File: config.mk
export PLATFORM = sky130hd
export DESIGN_NAME = match_bitmap_unpacker_flat
export DESIGN_NICKNAME = d
export VERILOG_FILES = /design/src/sv/mbu_pkg.sv /design/src/sv/mbu_if.sv /design/src/sv/mbu_flag_extract.sv /design/src/sv/match_bitmap_unpacker.sv /design/src/flat_wrapper.sv
export SDC_FILE = /design/constraint.sdc
export NUM_CORES = 2
export LEC_CHECK = 0
export ABC_CLOCK_PERIOD_IN_PS = 11800
export BUFFER_PORTS_ARGS = -buffer_cell sky130_fd_sc_hd__clkbuf_2
export CAP_MARGIN = 15
export CORE_MARGIN = 2
export CORE_UTILIZATION = 64
export CTS_BUF_LIST = sky130_fd_sc_hd__clkbuf_2
export DETAILED_ROUTE_END_ITERATION = 10
export PLACE_DENSITY = 0.86
export SLEW_MARGIN = 20
export SYNTH_ARGS = -nofsm -noshare
export SYNTH_HDL_FRONTEND = slang
export SYNTH_SLANG_ARGS = --single-unit
File: constraint.sdc
create_clock -name clk -period 11.8 [get_ports clk]
set_input_delay 0.59 -clock clk [delete_from_list [all_inputs] [get_ports clk]]
set_output_delay 0.59 -clock clk [all_outputs]
set_load 0.1 [all_outputs]
File: src/sv/mbu_pkg.sv
`default_nettype none

package mbu_pkg;

    localparam int MAX_WORDS   = 64;
    localparam int ADDR_W      = $clog2(MAX_WORDS);
    localparam int HELD_W      = $clog2(MAX_WORDS + 1);
    localparam int FLAGS_W     = 63;
    localparam int CNT_W       = 6;
    localparam int TUPLE_W     = 24;
    localparam int WORD_W      = 64;
    localparam int GROUPS_W    = 13;
    localparam int GNUM_W      = 12;
    localparam int FOOT_W      = 16;
    localparam int STATUS_W    = 2;

    localparam logic [GROUPS_W-1:0] GROUPS_RESET = GROUPS_W'(256);
    localparam logic [GROUPS_W-1:0] GROUPS_MAX   = {GROUPS_W{1'b1}};
    localparam logic [CNT_W-1:0]    FLAGS_MAX    = CNT_W'(FLAGS_W);

    typedef enum logic [STATUS_W-1:0] {
        STATUS_OK       = 2'd0,
        STATUS_SHORT    = 2'd1,
        STATUS_OVERFLOW = 2'd2
    } status_t;

endpackage

`default_nettype wire

File: src/sv/mbu_if.sv
`default_nettype none

interface mbu_word_if;
    logic                             valid;
    logic                             ready;
    logic [mbu_pkg::WORD_W-1:0]       result_word;
    logic                             buffer_start;

    modport source (output valid, output result_word, output buffer_start, input ready);
    modport sink (input valid, input result_word, input buffer_start, output ready);
endinterface

interface mbu_result_if;
    logic                             valid;
    logic                             ready;
    logic [mbu_pkg::TUPLE_W-1:0]      tuple_base;
    logic [mbu_pkg::FLAGS_W-1:0]      match_flags;
    logic [mbu_pkg::CNT_W-1:0]        flag_count;
    logic [mbu_pkg::CNT_W-1:0]        word_matches;
    logic [mbu_pkg::GNUM_W-1:0]       group_number;
    logic [mbu_pkg::FOOT_W-1:0]       group_tuples;
    logic [mbu_pkg::FOOT_W-1:0]       reported_matches;
    logic [mbu_pkg::STATUS_W-1:0]     group_status;
    logic                             group_last;

    modport source (
        output valid, output tuple_base, output match_flags, output flag_count,
        output word_matches, output group_number, output group_tuples,
        output reported_matches, output group_status, output group_last,
        input ready
    );
    modport sink (
        input valid, input tuple_base, input match_flags, input flag_count,
        input word_matches, input group_number, input group_tuples,
        input reported_matches, input group_status, input group_last,
        output ready
    );
endinterface

interface mbu_cfg_if;
    logic                             valid;
    logic                             ready;
    logic [mbu_pkg::GROUPS_W-1:0]     data;

    modport source (output valid, output data, input ready);
    modport sink (input valid, input data, output ready);
endinterface

`default_nettype wire

File: src/sv/mbu_flag_extract.sv
`default_nettype none

module mbu_flag_extract (
    input  wire logic [mbu_pkg::FLAGS_W-1:0] word,
    input  wire logic [mbu_pkg::CNT_W-1:0]   count,
    output logic      [mbu_pkg::FLAGS_W-1:0] flags,
    output logic      [mbu_pkg::CNT_W-1:0]   set_count
);

    logic [mbu_pkg::FLAGS_W-1:0] rev;
    logic [mbu_pkg::CNT_W-1:0]   shift;

    // reverse so the top valid bit lands in bit 0 after the shift
    always_comb
    begin
        for (int k = 0; k < mbu_pkg::FLAGS_W; k++)
        begin
            rev[k] = word[mbu_pkg::FLAGS_W-1-k];
        end
    end

    assign shift = mbu_pkg::FLAGS_MAX - count;
    assign flags = rev >> shift;

    always_comb
    begin
        set_count = '0;
        for (int k = 0; k < mbu_pkg::FLAGS_W; k++)
        begin
            set_count = set_count + mbu_pkg::CNT_W'(flags[k]);
        end
    end

endmodule

`default_nettype wire

File: src/sv/match_bitmap_unpacker.sv
// order: a data word is stored in the cycle it is accepted; after a footer is accepted, S_READ loads
// the stored word into rd_data_reg and S_EMIT registers its first result once the output is free
// throughput: one data word per cycle while idle, none while a group replays; each replayed word
// takes a read of the single store port, then extract and register; an empty group gives one result
// reset: counters, flags and handshakes clear at once and groups_per_buffer returns to 256;
// the word store is not cleared and needs no clearing pass, so words are taken right after reset
`default_nettype none

module match_bitmap_unpacker (
    input  wire logic        clk,
    input  wire logic        rst_n,
    mbu_word_if.sink         words,
    mbu_result_if.source     results,
    mbu_cfg_if.sink          cfg
);

    typedef enum logic [1:0] {
        S_IDLE,
        S_READ,
        S_EMIT,
        S_EMPTY
    } state_t;

    state_t state_reg, state_next;

    logic [mbu_pkg::FLAGS_W-1:0]  store_mem [mbu_pkg::MAX_WORDS];
    logic [mbu_pkg::FLAGS_W-1:0]  rd_data_reg;
    logic                         wr_en;

    logic [mbu_pkg::HELD_W-1:0]   held_reg;
    logic [mbu_pkg::TUPLE_W-1:0]  next_tuple_reg;
    logic [mbu_pkg::GROUPS_W-1:0] groups_done_reg;
    logic                         overflow_reg;
    logic                         finished_reg;
    logic [mbu_pkg::GROUPS_W-1:0] groups_cfg_reg;

    logic [mbu_pkg::HELD_W-1:0]   rep_held_reg;
    logic [mbu_pkg::HELD_W-1:0]   rep_idx_reg;
    logic [mbu_pkg::FOOT_W-1:0]   rep_rem_reg;
    logic [mbu_pkg::TUPLE_W-1:0]  rep_tup_reg;
    logic [mbu_pkg::GNUM_W-1:0]   rep_group_reg;
    logic [mbu_pkg::FOOT_W-1:0]   rep_tuples_reg;
    logic [mbu_pkg::FOOT_W-1:0]   rep_matches_reg;
    logic [mbu_pkg::STATUS_W-1:0] rep_status_reg;

    logic                         out_valid_reg;
    logic [mbu_pkg::TUPLE_W-1:0]  out_tuple_reg;
    logic [mbu_pkg::FLAGS_W-1:0]  out_flags_reg;
    logic [mbu_pkg::CNT_W-1:0]    out_count_reg;
    logic [mbu_pkg::CNT_W-1:0]    out_matches_reg;
    logic [mbu_pkg::GNUM_W-1:0]   out_group_reg;
    logic [mbu_pkg::FOOT_W-1:0]   out_tuples_reg;
    logic [mbu_pkg::FOOT_W-1:0]   out_rep_reg;
    logic [mbu_pkg::STATUS_W-1:0] out_status_reg;
    logic                         out_last_reg;

    logic                         in_acc;
    logic                         out_free;
    logic                         footer;
    logic [mbu_pkg::HELD_W-1:0]   eff_held;
    logic [mbu_pkg::TUPLE_W-1:0]  eff_tuple;
    logic [mbu_pkg::GROUPS_W-1:0] eff_groups;
    logic                         eff_ovf;
    logic                         eff_fin;
    logic [mbu_pkg::FOOT_W-1:0]   foot_tuples;
    logic [mbu_pkg::FOOT_W-1:0]   foot_matches;
    logic [mbu_pkg::FOOT_W-1:0]   capacity;
    logic [mbu_pkg::STATUS_W-1:0] foot_status;
    logic [mbu_pkg::GROUPS_W-1:0] groups_inc;
    logic [mbu_pkg::CNT_W-1:0]    take;
    logic                         take_last;
    logic [mbu_pkg::FLAGS_W-1:0]  ext_flags;
    logic [mbu_pkg::CNT_W-1:0]    ext_matches;

    assign words.ready = (state_reg == S_IDLE);
    assign cfg.ready   = 1'b1;
    assign in_acc      = words.valid && words.ready;
    assign out_free    = !out_valid_reg || results.ready;

    // buffer start clears the counters before the word is handled
    assign eff_held   = words.buffer_start ? '0 : held_reg;
    assign eff_tuple  = words.buffer_start ? '0 : next_tuple_reg;
    assign eff_groups = words.buffer_start ? '0 : groups_done_reg;
    assign eff_ovf    = words.buffer_start ? 1'b0 : overflow_reg;
    assign eff_fin    = words.buffer_start ? 1'b0 : finished_reg;

    assign footer       = words.result_word[mbu_pkg::WORD_W-1];
    assign foot_tuples  = words.result_word[mbu_pkg::FOOT_W-1:0];
    assign foot_matches = words.result_word[2*mbu_pkg::FOOT_W-1:mbu_pkg::FOOT_W];
    // held words times 63
    assign capacity     = mbu_pkg::FOOT_W'({eff_held, {mbu_pkg::CNT_W{1'b0}}})
                        - mbu_pkg::FOOT_W'(eff_held);
    assign groups_inc   = (eff_groups < mbu_pkg::GROUPS_MAX) ? eff_groups + 1'b1 : eff_groups;

    always_comb
    begin
        if (eff_ovf)
        begin
            foot_status = mbu_pkg::STATUS_OVERFLOW;
        end
        else if (foot_tuples > capacity)
        begin
            foot_status = mbu_pkg::STATUS_SHORT;
        end
        else
        begin
            foot_status = mbu_pkg::STATUS_OK;
        end
    end

    assign wr_en = in_acc && !eff_fin && !footer
                && (eff_held < mbu_pkg::HELD_W'(mbu_pkg::MAX_WORDS));

    always_ff @(posedge clk)
    begin
        if (wr_en)
        begin
            store_mem[eff_held[mbu_pkg::ADDR_W-1:0]] <= words.result_word[mbu_pkg::FLAGS_W-1:0];
        end
        rd_data_reg <= store_mem[rep_idx_reg[mbu_pkg::ADDR_W-1:0]];
    end

    assign take = (rep_rem_reg > mbu_pkg::FOOT_W'(mbu_pkg::FLAGS_W))
                ? mbu_pkg::FLAGS_MAX : rep_rem_reg[mbu_pkg::CNT_W-1:0];
    assign take_last = (rep_idx_reg + 1'b1 == rep_held_reg)
                    || (rep_rem_reg <= mbu_pkg::FOOT_W'(mbu_pkg::FLAGS_W));

    mbu_flag_extract u_extract (
        .word      (rd_data_reg),
        .count     (take),
        .flags     (ext_flags),
        .set_count (ext_matches)
    );

    always_comb
    begin
        state_next = state_reg;
        unique case (state_reg)
            S_IDLE:
            begin
                if (in_acc && !eff_fin && footer)
                begin
                    if (eff_held == '0 || foot_tuples == '0)
                    begin
                        state_next = S_EMPTY;
                    end
                    else
                    begin
                        state_next = S_READ;
                    end
                end
            end
            S_READ:
            begin
                state_next = S_EMIT;
            end
            S_EMIT:
            begin
                if (out_free)
                begin
                    state_next = take_last ? S_IDLE : S_READ;
                end
            end
            S_EMPTY:
            begin
                if (out_free)
                begin
                    state_next = S_IDLE;
                end
            end
            default:
            begin
                state_next = S_IDLE;
            end
        endcase
    end

    always_ff @(posedge clk or negedge rst_n)
    begin
        if (!rst_n)
        begin
            state_reg       <= S_IDLE;
            held_reg        <= '0;
            next_tuple_reg  <= '0;
            groups_done_reg <= '0;
            overflow_reg    <= 1'b0;
            finished_reg    <= 1'b0;
            groups_cfg_reg  <= mbu_pkg::GROUPS_RESET;
            out_valid_reg   <= 1'b0;
            rep_idx_reg     <= '0;
        end
        else
        begin
            state_reg <= state_next;
            if (cfg.valid && cfg.ready)
            begin
                groups_cfg_reg <= cfg.data;
            end
            if (out_valid_reg && results.ready)
            begin
                out_valid_reg <= 1'b0;
            end

            if (in_acc)
            begin
                held_reg        <= eff_held;
                next_tuple_reg  <= eff_tuple;
                groups_done_reg <= eff_groups;
                overflow_reg    <= eff_ovf;
                finished_reg    <= eff_fin;
                if (!eff_fin)
                begin
                    if (!footer)
                    begin
                        if (wr_en)
                        begin
                            held_reg <= eff_held + 1'b1;
                        end
                        else
                        begin
                            overflow_reg <= 1'b1;
                        end
                    end
                    else
                    begin
                        rep_held_reg    <= eff_held;
                        rep_idx_reg     <= '0;
                        rep_rem_reg     <= foot_tuples;
                        rep_tup_reg     <= eff_tuple;
                        rep_group_reg   <= eff_groups[mbu_pkg::GNUM_W-1:0];
                        rep_tuples_reg  <= foot_tuples;
                        rep_matches_reg <= foot_matches;
                        rep_status_reg  <= foot_status;
                        next_tuple_reg  <= eff_tuple + mbu_pkg::TUPLE_W'(foot_tuples);
                        held_reg        <= '0;
                        overflow_reg    <= 1'b0;
                        groups_done_reg <= groups_inc;
                        finished_reg    <= (groups_inc >= groups_cfg_reg);
                    end
                end
            end

            if (state_reg == S_EMIT && out_free)
            begin
                out_valid_reg   <= 1'b1;
                out_tuple_reg   <= rep_tup_reg;
                out_flags_reg   <= ext_flags;
                out_count_reg   <= take;
                out_matches_reg <= ext_matches;
                out_group_reg   <= rep_group_reg;
                out_tuples_reg  <= rep_tuples_reg;
                out_rep_reg     <= rep_matches_reg;
                out_status_reg  <= rep_status_reg;
                out_last_reg    <= take_last;
                rep_idx_reg     <= rep_idx_reg + 1'b1;
                rep_rem_reg     <= rep_rem_reg - mbu_pkg::FOOT_W'(take);
                rep_tup_reg     <= rep_tup_reg + mbu_pkg::TUPLE_W'(take);
            end

            if (state_reg == S_EMPTY && out_free)
            begin
                out_valid_reg   <= 1'b1;
                out_tuple_reg   <= rep_tup_reg;
                out_flags_reg   <= '0;
                out_count_reg   <= '0;
                out_matches_reg <= '0;
                out_group_reg   <= rep_group_reg;
                out_tuples_reg  <= rep_tuples_reg;
                out_rep_reg     <= rep_matches_reg;
                out_status_reg  <= rep_status_reg;
                out_last_reg    <= 1'b1;
            end
        end
    end

    assign results.valid            = out_valid_reg;
    assign results.tuple_base       = out_tuple_reg;
    assign results.match_flags      = out_flags_reg;
    assign results.flag_count       = out_count_reg;
    assign results.word_matches     = out_matches_reg;
    assign results.group_number     = out_group_reg;
    assign results.group_tuples     = out_tuples_reg;
    assign results.reported_matches = out_rep_reg;
    assign results.group_status     = out_status_reg;
    assign results.group_last       = out_last_reg;

endmodule

`default_nettype wire

File: src/flat_wrapper.sv
// flat-port wrapper written by rule: the top's interface ports become plain ports
module match_bitmap_unpacker_flat 
  (clk, rst_n, words_valid, words_result_word, words_buffer_start, words_ready, results_valid, results_tuple_base, results_match_flags, results_flag_count, results_word_matches, results_group_number, results_group_tuples, results_reported_matches, results_group_status, results_group_last, results_ready, cfg_valid, cfg_data, cfg_ready);
  mbu_word_if words_i ();
  mbu_result_if results_i ();
  mbu_cfg_if cfg_i ();
  input  wire logic clk;
  input  wire logic rst_n;
  input wire logic [$bits(words_i.valid)-1:0] words_valid;
  input wire logic [$bits(words_i.result_word)-1:0] words_result_word;
  input wire logic [$bits(words_i.buffer_start)-1:0] words_buffer_start;
  output wire logic [$bits(words_i.ready)-1:0] words_ready;
  output wire logic [$bits(results_i.valid)-1:0] results_valid;
  output wire logic [$bits(results_i.tuple_base)-1:0] results_tuple_base;
  output wire logic [$bits(results_i.match_flags)-1:0] results_match_flags;
  output wire logic [$bits(results_i.flag_count)-1:0] results_flag_count;
  output wire logic [$bits(results_i.word_matches)-1:0] results_word_matches;
  output wire logic [$bits(results_i.group_number)-1:0] results_group_number;
  output wire logic [$bits(results_i.group_tuples)-1:0] results_group_tuples;
  output wire logic [$bits(results_i.reported_matches)-1:0] results_reported_matches;
  output wire logic [$bits(results_i.group_status)-1:0] results_group_status;
  output wire logic [$bits(results_i.group_last)-1:0] results_group_last;
  input wire logic [$bits(results_i.ready)-1:0] results_ready;
  input wire logic [$bits(cfg_i.valid)-1:0] cfg_valid;
  input wire logic [$bits(cfg_i.data)-1:0] cfg_data;
  output wire logic [$bits(cfg_i.ready)-1:0] cfg_ready;
  assign words_i.valid = words_valid;
  assign words_i.result_word = words_result_word;
  assign words_i.buffer_start = words_buffer_start;
  assign words_ready = words_i.ready;
  assign results_valid = results_i.valid;
  assign results_tuple_base = results_i.tuple_base;
  assign results_match_flags = results_i.match_flags;
  assign results_flag_count = results_i.flag_count;
  assign results_word_matches = results_i.word_matches;
  assign results_group_number = results_i.group_number;
  assign results_group_tuples = results_i.group_tuples;
  assign results_reported_matches = results_i.reported_matches;
  assign results_group_status = results_i.group_status;
  assign results_group_last = results_i.group_last;
  assign results_i.ready = results_ready;
  assign cfg_i.valid = cfg_valid;
  assign cfg_i.data = cfg_data;
  assign cfg_ready = cfg_i.ready;
  match_bitmap_unpacker u_core (.clk(clk), .rst_n(rst_n), .words(words_i), .results(results_i), .cfg(cfg_i));
endmodule
# Word level (Yosys, flattened, before mapping)
# Memory sizes are Yosys's and may differ from the RTL's. A register that Yosys moved wholly into a read port is not among the register bits.
# Index checks and enable logic that the tools add are counted.
# word_totals
wordCells,195
ff_bits,308
mem_count,1
mem_bits_rw,4032
# classes
n_reduce_logical,26
n_eq_ne,8
n_addsub,70
n_shift,1
mux,57
bitwise,1
n_lt_le_gt_ge,6
# mem_list
memory,depth,word_bits,read_ports,rd_clocked_by_memory_dff,wr,line_no,text
u_core.store_mem,64,63,1,1,1,match_bitmap_unpacker.sv:26,logic [mbu_pkg::FLAGS_W-1:0] store_mem [mbu_pkg::MAX_WORDS];
# ops
cell,n
$add 6x1->6,57
$mux 24,9
$mux 16,8
$mux 63,1
$shr 63x6->63,1
$mux 7,8
$mux 13,4
$add 24x16->24,1
$add 24x6->24,1
$mux 12,2
$mux 6,3
$gt 16x16->1,1
$gt 16x6->1 const B,1
$le 16x6->1 const B,1
$logic_not 16->1,1
$sub 16x6->16,1
$mux 1,15
$add 7x1->7 const B,2
$sub 13x7->14,1
$add 13x1->13 const B,1
$ge 13x13->1,1
$lt 13x13->1 const B,1
$mux 2,6
$logic_and 1x1->1,8
23 further kinds,34

# Logic depth before layout (Yosys ltp)
# logic_depth
depth_word,67
depth_mapped,34

# Cells and area by module
# Synthesis repeated with hierarchy kept, for this count alone.
# unflattened
cells_unflattened,8329
area_unflattened_um2,174865.2
# modules_own_cells
mod,cells_per_inst,area_each_um2,seq_area_each_um2,instances
match_bitmap_unpacker,7622,169098.4,131242.1,1
mbu_flag_extract,707,5766.8,0.0,1

# Worst setup path before layout
# No wires, ideal clock.
# synth_timing
kind,reg2reg
start,register u_core.rep_rem_reg[7] (netlist bit)
end,register u_core.out_matches_reg (netlist bit u_core.results.word_matches[4]) (data pin)
arrival_time_ps,8372
setup_time_ps,268
n_path_buf,5
synth_period_minus_slack_ps,8641
stages_incl_launch_ff,32
setup_slack_ps,3159
path_cell_list,edfxtp_1 -> or4_1 -> buf_4 -> or4_1 -> clkbuf_1 -> nor2_2 -> inv_1 -> buf_2 -> buf_1 -> buf_1 -> a41oi_1 -> o2bb2ai_1 -> fa_1 -> inv_1 -> fa_1 -> inv_1 -> fa_1 -> fa_1 -> fa_1 -> fa_1 -> inv_1 -> fa_1 -> inv_1 -> fa_1 -> inv_1 -> fa_1 -> fa_1 -> inv_1 -> a21o_1 -> a21oi_1 -> xor2_1 -> o21ai_0
# synth_via
elab_chain_cells,67
# synth_rtl
element,line_no,text
"start, declared",match_bitmap_unpacker.sv:39,logic [mbu_pkg::FOOT_W-1:0] rep_rem_reg;
"start signal, assigned",match_bitmap_unpacker.sv:228,rep_rem_reg <= foot_tuples;
"start signal, assigned",match_bitmap_unpacker.sv:256,rep_rem_reg <= rep_rem_reg - mbu_pkg::FOOT_W'(take);
$gt 16x6->1 *,match_bitmap_unpacker.sv:123,assign take = (rep_rem_reg > mbu_pkg::FOOT_W'(mbu_pkg::FLAGS_W))
$mux 6 *,match_bitmap_unpacker.sv:124,? mbu_pkg::FLAGS_MAX : rep_rem_reg[mbu_pkg::CNT_W-1:0];
$sub 6x6->6 *,mbu_flag_extract.sv:22,assign shift = mbu_pkg::FLAGS_MAX - count;
$shr 63x6->63 *,mbu_flag_extract.sv:23,assign flags = rev >> shift;
$add 1x1->2,mbu_flag_extract.sv:30,set_count = set_count + mbu_pkg::CNT_W'(flags[k]);
$add 2x1->3,mbu_flag_extract.sv:30,
$add 3x1->4,mbu_flag_extract.sv:30,
$add 4x1->5,mbu_flag_extract.sv:30,
$add 5x1->6,mbu_flag_extract.sv:30,
$add 6x1->6 (56 in series),mbu_flag_extract.sv:30,
$add 6x1->6 *,mbu_flag_extract.sv:30,
$mux 6 *,match_bitmap_unpacker.sv:243,if (state_reg == S_EMIT && out_free)
"end signal, assigned",match_bitmap_unpacker.sv:249,out_matches_reg <= ext_matches;
"end, declared",match_bitmap_unpacker.sv:50,logic [mbu_pkg::CNT_W-1:0] out_matches_reg;
# Every way passes the cells marked *; elsewhere a longest branch is shown, timed or not.
# A chain may end at the register's enable or synchronous reset.

# Worst setup path in the final report
# layout_timing
start,register u_core.rep_rem_reg[6] (netlist bit)
end,register u_core.out_matches_reg (netlist bit u_core.results.word_matches[4]) (data pin)
# The elaborated chain is that of the path after synthesis.

==> flow_summary.ini <==
[run_status]
status = complete, no violations

[setup_path]
max_stage_delay_ns = 1.05
r2r-start = u_core.rep_rem_reg[6]
critPathCaptureType = flip-flop
required_ns = 13.84
crit_path_top_delay_cell = or4_1
r2r_cells = 30
path_buf_inv = 8
crit_arrival_ns = 12.77
path_depth = 30
crit_path_end = u_core.results.word_matches[4]
path_delay_family = adder cells
cp_common_cell = fa_1
regToRegEndpoint = u_core.results.word_matches[4]
cp-startpoint = u_core.rep_rem_reg[6]
cp-start-kind = flip-flop
path_class = reg2reg
r2r_setup_slack_ns = 1.07
cp_max_fo = 31

[min_path]
hp-class = in2reg

[drt]
drt_iter0_drc = 19600
drc = 0
drt-wirelength-per-cell_um = 41.5
wirelength_um = 566000
vias = 102000
via_per_inst = 7.50
firstDrtPassIters = 8
ant_nets = 0

[synthesis]
synth-adder-area-share_pct = 1.12
synth_edf_count = 4271
synth_commonest_cells = edfxtp_1 (4271), mux4_2 (1325), clkbuf_1 (297)
synthesis.area_um2 = 175000
synth_nets = 8129
synthTopCellsByArea = edfxtp_1 (73%), mux4_2 (17%), dfrtp_1 (0.97%)
yosysSeqAreaShare_pct = 75.1
synth.mux.area_fraction_pct = 18.0
avgSynthCellArea_um2 = 22.1
synth_top_cell_area_share_pct = 73.4
synth_cell_type_count = 90
yosysTopAreaCell = edfxtp_1
async_flop_share_pct = 1.57
yosys_warnings = 0
netlist_instances = 7923
synth.most_common_cell = edfxtp_1
synthSimpleGateAreaFrac_pct = 2.01
synth_top_family_by_area = multiplexers
ys.flop_type = edfxtp_1
synth_compound_area_share_pct = 2.17
synth_seq_cells = 4403
synthXorXnorAreaFrac_pct = 0.436

[sta]
worstMarginPinSlew_ns = 1.27
fmax_mhz = 93.2
slew_violations = 0
hold_violations = 0
setup_violations = 0
slew_headroom_pct = 15.2
min_period_ns = 10.73
skew_ns = 0.233
tns_ns = 0
rsz0062_at_grt = no
period_share_pct = 90.9

[floorplan]
die_y_um = 527
die_area_um2 = 277000
rows = 191
pin_count = 232
start_util_pct = 64.4
core_area_um2 = 271000
die_w_um = 527

[place]
gp_congestion = 0.941
place_area_um2 = 181000
io_buffers = 230
dp_hpwl_um = 300000

[power_and_ir_drop]
vdd.ir_drop.worst_mv = 2.63
p_per_area_nw_per_um2 = 250
power.switching_w = 0.0180
p_int_w = 0.0305
swShare_pct = 37.1
p_leak_nw = 63.7
p_clk_share_pct = 20.3
seqPwrFrac_pct = 37.8
pwr-share-comb_pct = 42.0

[cells_and_area]
final_area_um2 = 194000
drive_above_1_share_pct = 35.8
nFillCells = 15000
largest_reg_flops = 4032
multi_input_area_um2 = 42000
final_nets = 9572
fin_util_pct = 71.5
syn_to_final_growth_pct = 10.9
seq_area_um2 = 131000

[clock_tree]
postCtsHoldBufs = 299
cts-root-buf = clkbuf_2
cts_buffers = 1116
post-cts-setup-buffers = 0
cts_tree = done
clock_sinks = 4403
cts_buffer_depth = 5
cts.clk_slew.worst_paths_ns = 0.14
cts.repair.resized = 0
clk_latency_ns = 2.24
h-tree-depth = 7

[global_routing]
grt_pass1_wl_um = 778000
antenna_found_initial = 41
grt_max_degree = 154
grt_pass1_vias = 101000
overflow = 0
grt_usage_pct = 41.4

[job]
cap_violations = 0
-- worst reg2reg max path, delay by kind of cell, from the launching register on --
family / cells / cell delay (ns)
AO/OA/AOI/OAI: 4 / 0.40
multiplexers: 5 / 1.36
buffers and inverters: 8 / 1.30
AND/OR/NAND/NOR: 2 / 1.97
adder cells (fa/ha/maj): 10 / 4.91
flip-flops: 1 / 0.50
XOR/XNOR: 1 / 0.12
-- kinds of logic (layout without fill, tap and decap cells) --
family / after synthesis / in the layout
compound gates: 545 / 545
xor+xnor: 87 / 87
fa+ha+maj: 123 / 123
flops: 4403 / 4403
other cells: 1 / 27
simple gates: 746 / 746
mux: 1477 / 1477
buf+inv: 541 / 2679
-- per-stage QoR --
step	setup slack [ns]	instances	power [W]	hold slack, ns
finish	1.07	13700	0.0485	0.181
global route	0.744	13600	0.0508	0.0349
CTS	1.23	13600	0.0483	0.00708
detailed placement	1.25	11500	0.0387	0.405
global placement	1.25	11500	0.0385	0.401
floorplan	3.16	7923	0.0342	0.294
-- per-layer routing --
layer  vias to the layer above  part of all wire (%)  track usage, %
li1                      36900                     -               -
met1                     51000                    30            51.4
met5                         -                 0.079           0.294
met2                     11800                    46            62.3
met3                      2596                    16            15.4
met4                        37                   7.6            26.0
-- area by class of cell --
class | count | share of cell area [%]
diodes | 26 | 0.0336
clock buffers | 1562 | 4.03
clock inverters | 251 | 0.610
inverters | 104 | 0.202
multi-input cells | 2979 | 21.7
flip-flops and latches | 4403 | 67.7
well taps | 3570 | 2.30
repair buffers | 762 | 3.44
-- layout by cell type, fill, tap and decap left out, types with 68 or more instances in the layout --
cell / n
edfxtp_1: 4271
clkbuf_2: 1790
mux4_2: 1325
nand2_1: 274
dlygate4sd3_1: 253
buf_4: 213
clkinv_1: 197
o21ai_0: 141
mux2i_1: 126
nor2_1: 116
inv_1: 101
a21oi_1: 77
ha_1: 68
-- worst min path at each step --
| stage | depth (start not counted) | to | slack, ns | start |
|---|---|---|---|---|
| 2_1_floorplan | 0 | u_core.finished_reg | 0.29 | rst_n |
| 3_3_place_gp | 0 | u_core.results.group_tuples[14] | 0.40 | u_core.rep_tuples_reg[14] |
| 3_5_place_dp | 0 | u_core.results.group_number[11] | 0.40 | u_core.rep_group_reg[11] |
| 4_1_cts | 4 | u_core.store_mem[28][3] | 0.007 | words_result_word[3] |
| 5_1_grt | 3 | u_core.store_mem[22][29] | 0.03 | words_result_word[29] |
| 6_report | 3 | u_core.store_mem[31][29] | 0.18 | words_result_word[29] |
-- power by group through the flow --
stage	logic (W)	registers (W)	clock network, W
floorplan	0.0150	0.0192	0
global placement	0.0198	0.0186	0
detailed placement	0.0200	0.0186	0
CTS	0.0202	0.0183	0.00978
global route	0.0219	0.0183	0.0106
finish	0.0204	0.0183	0.00984
Note: power is estimated with default switching activity, not from simulation.
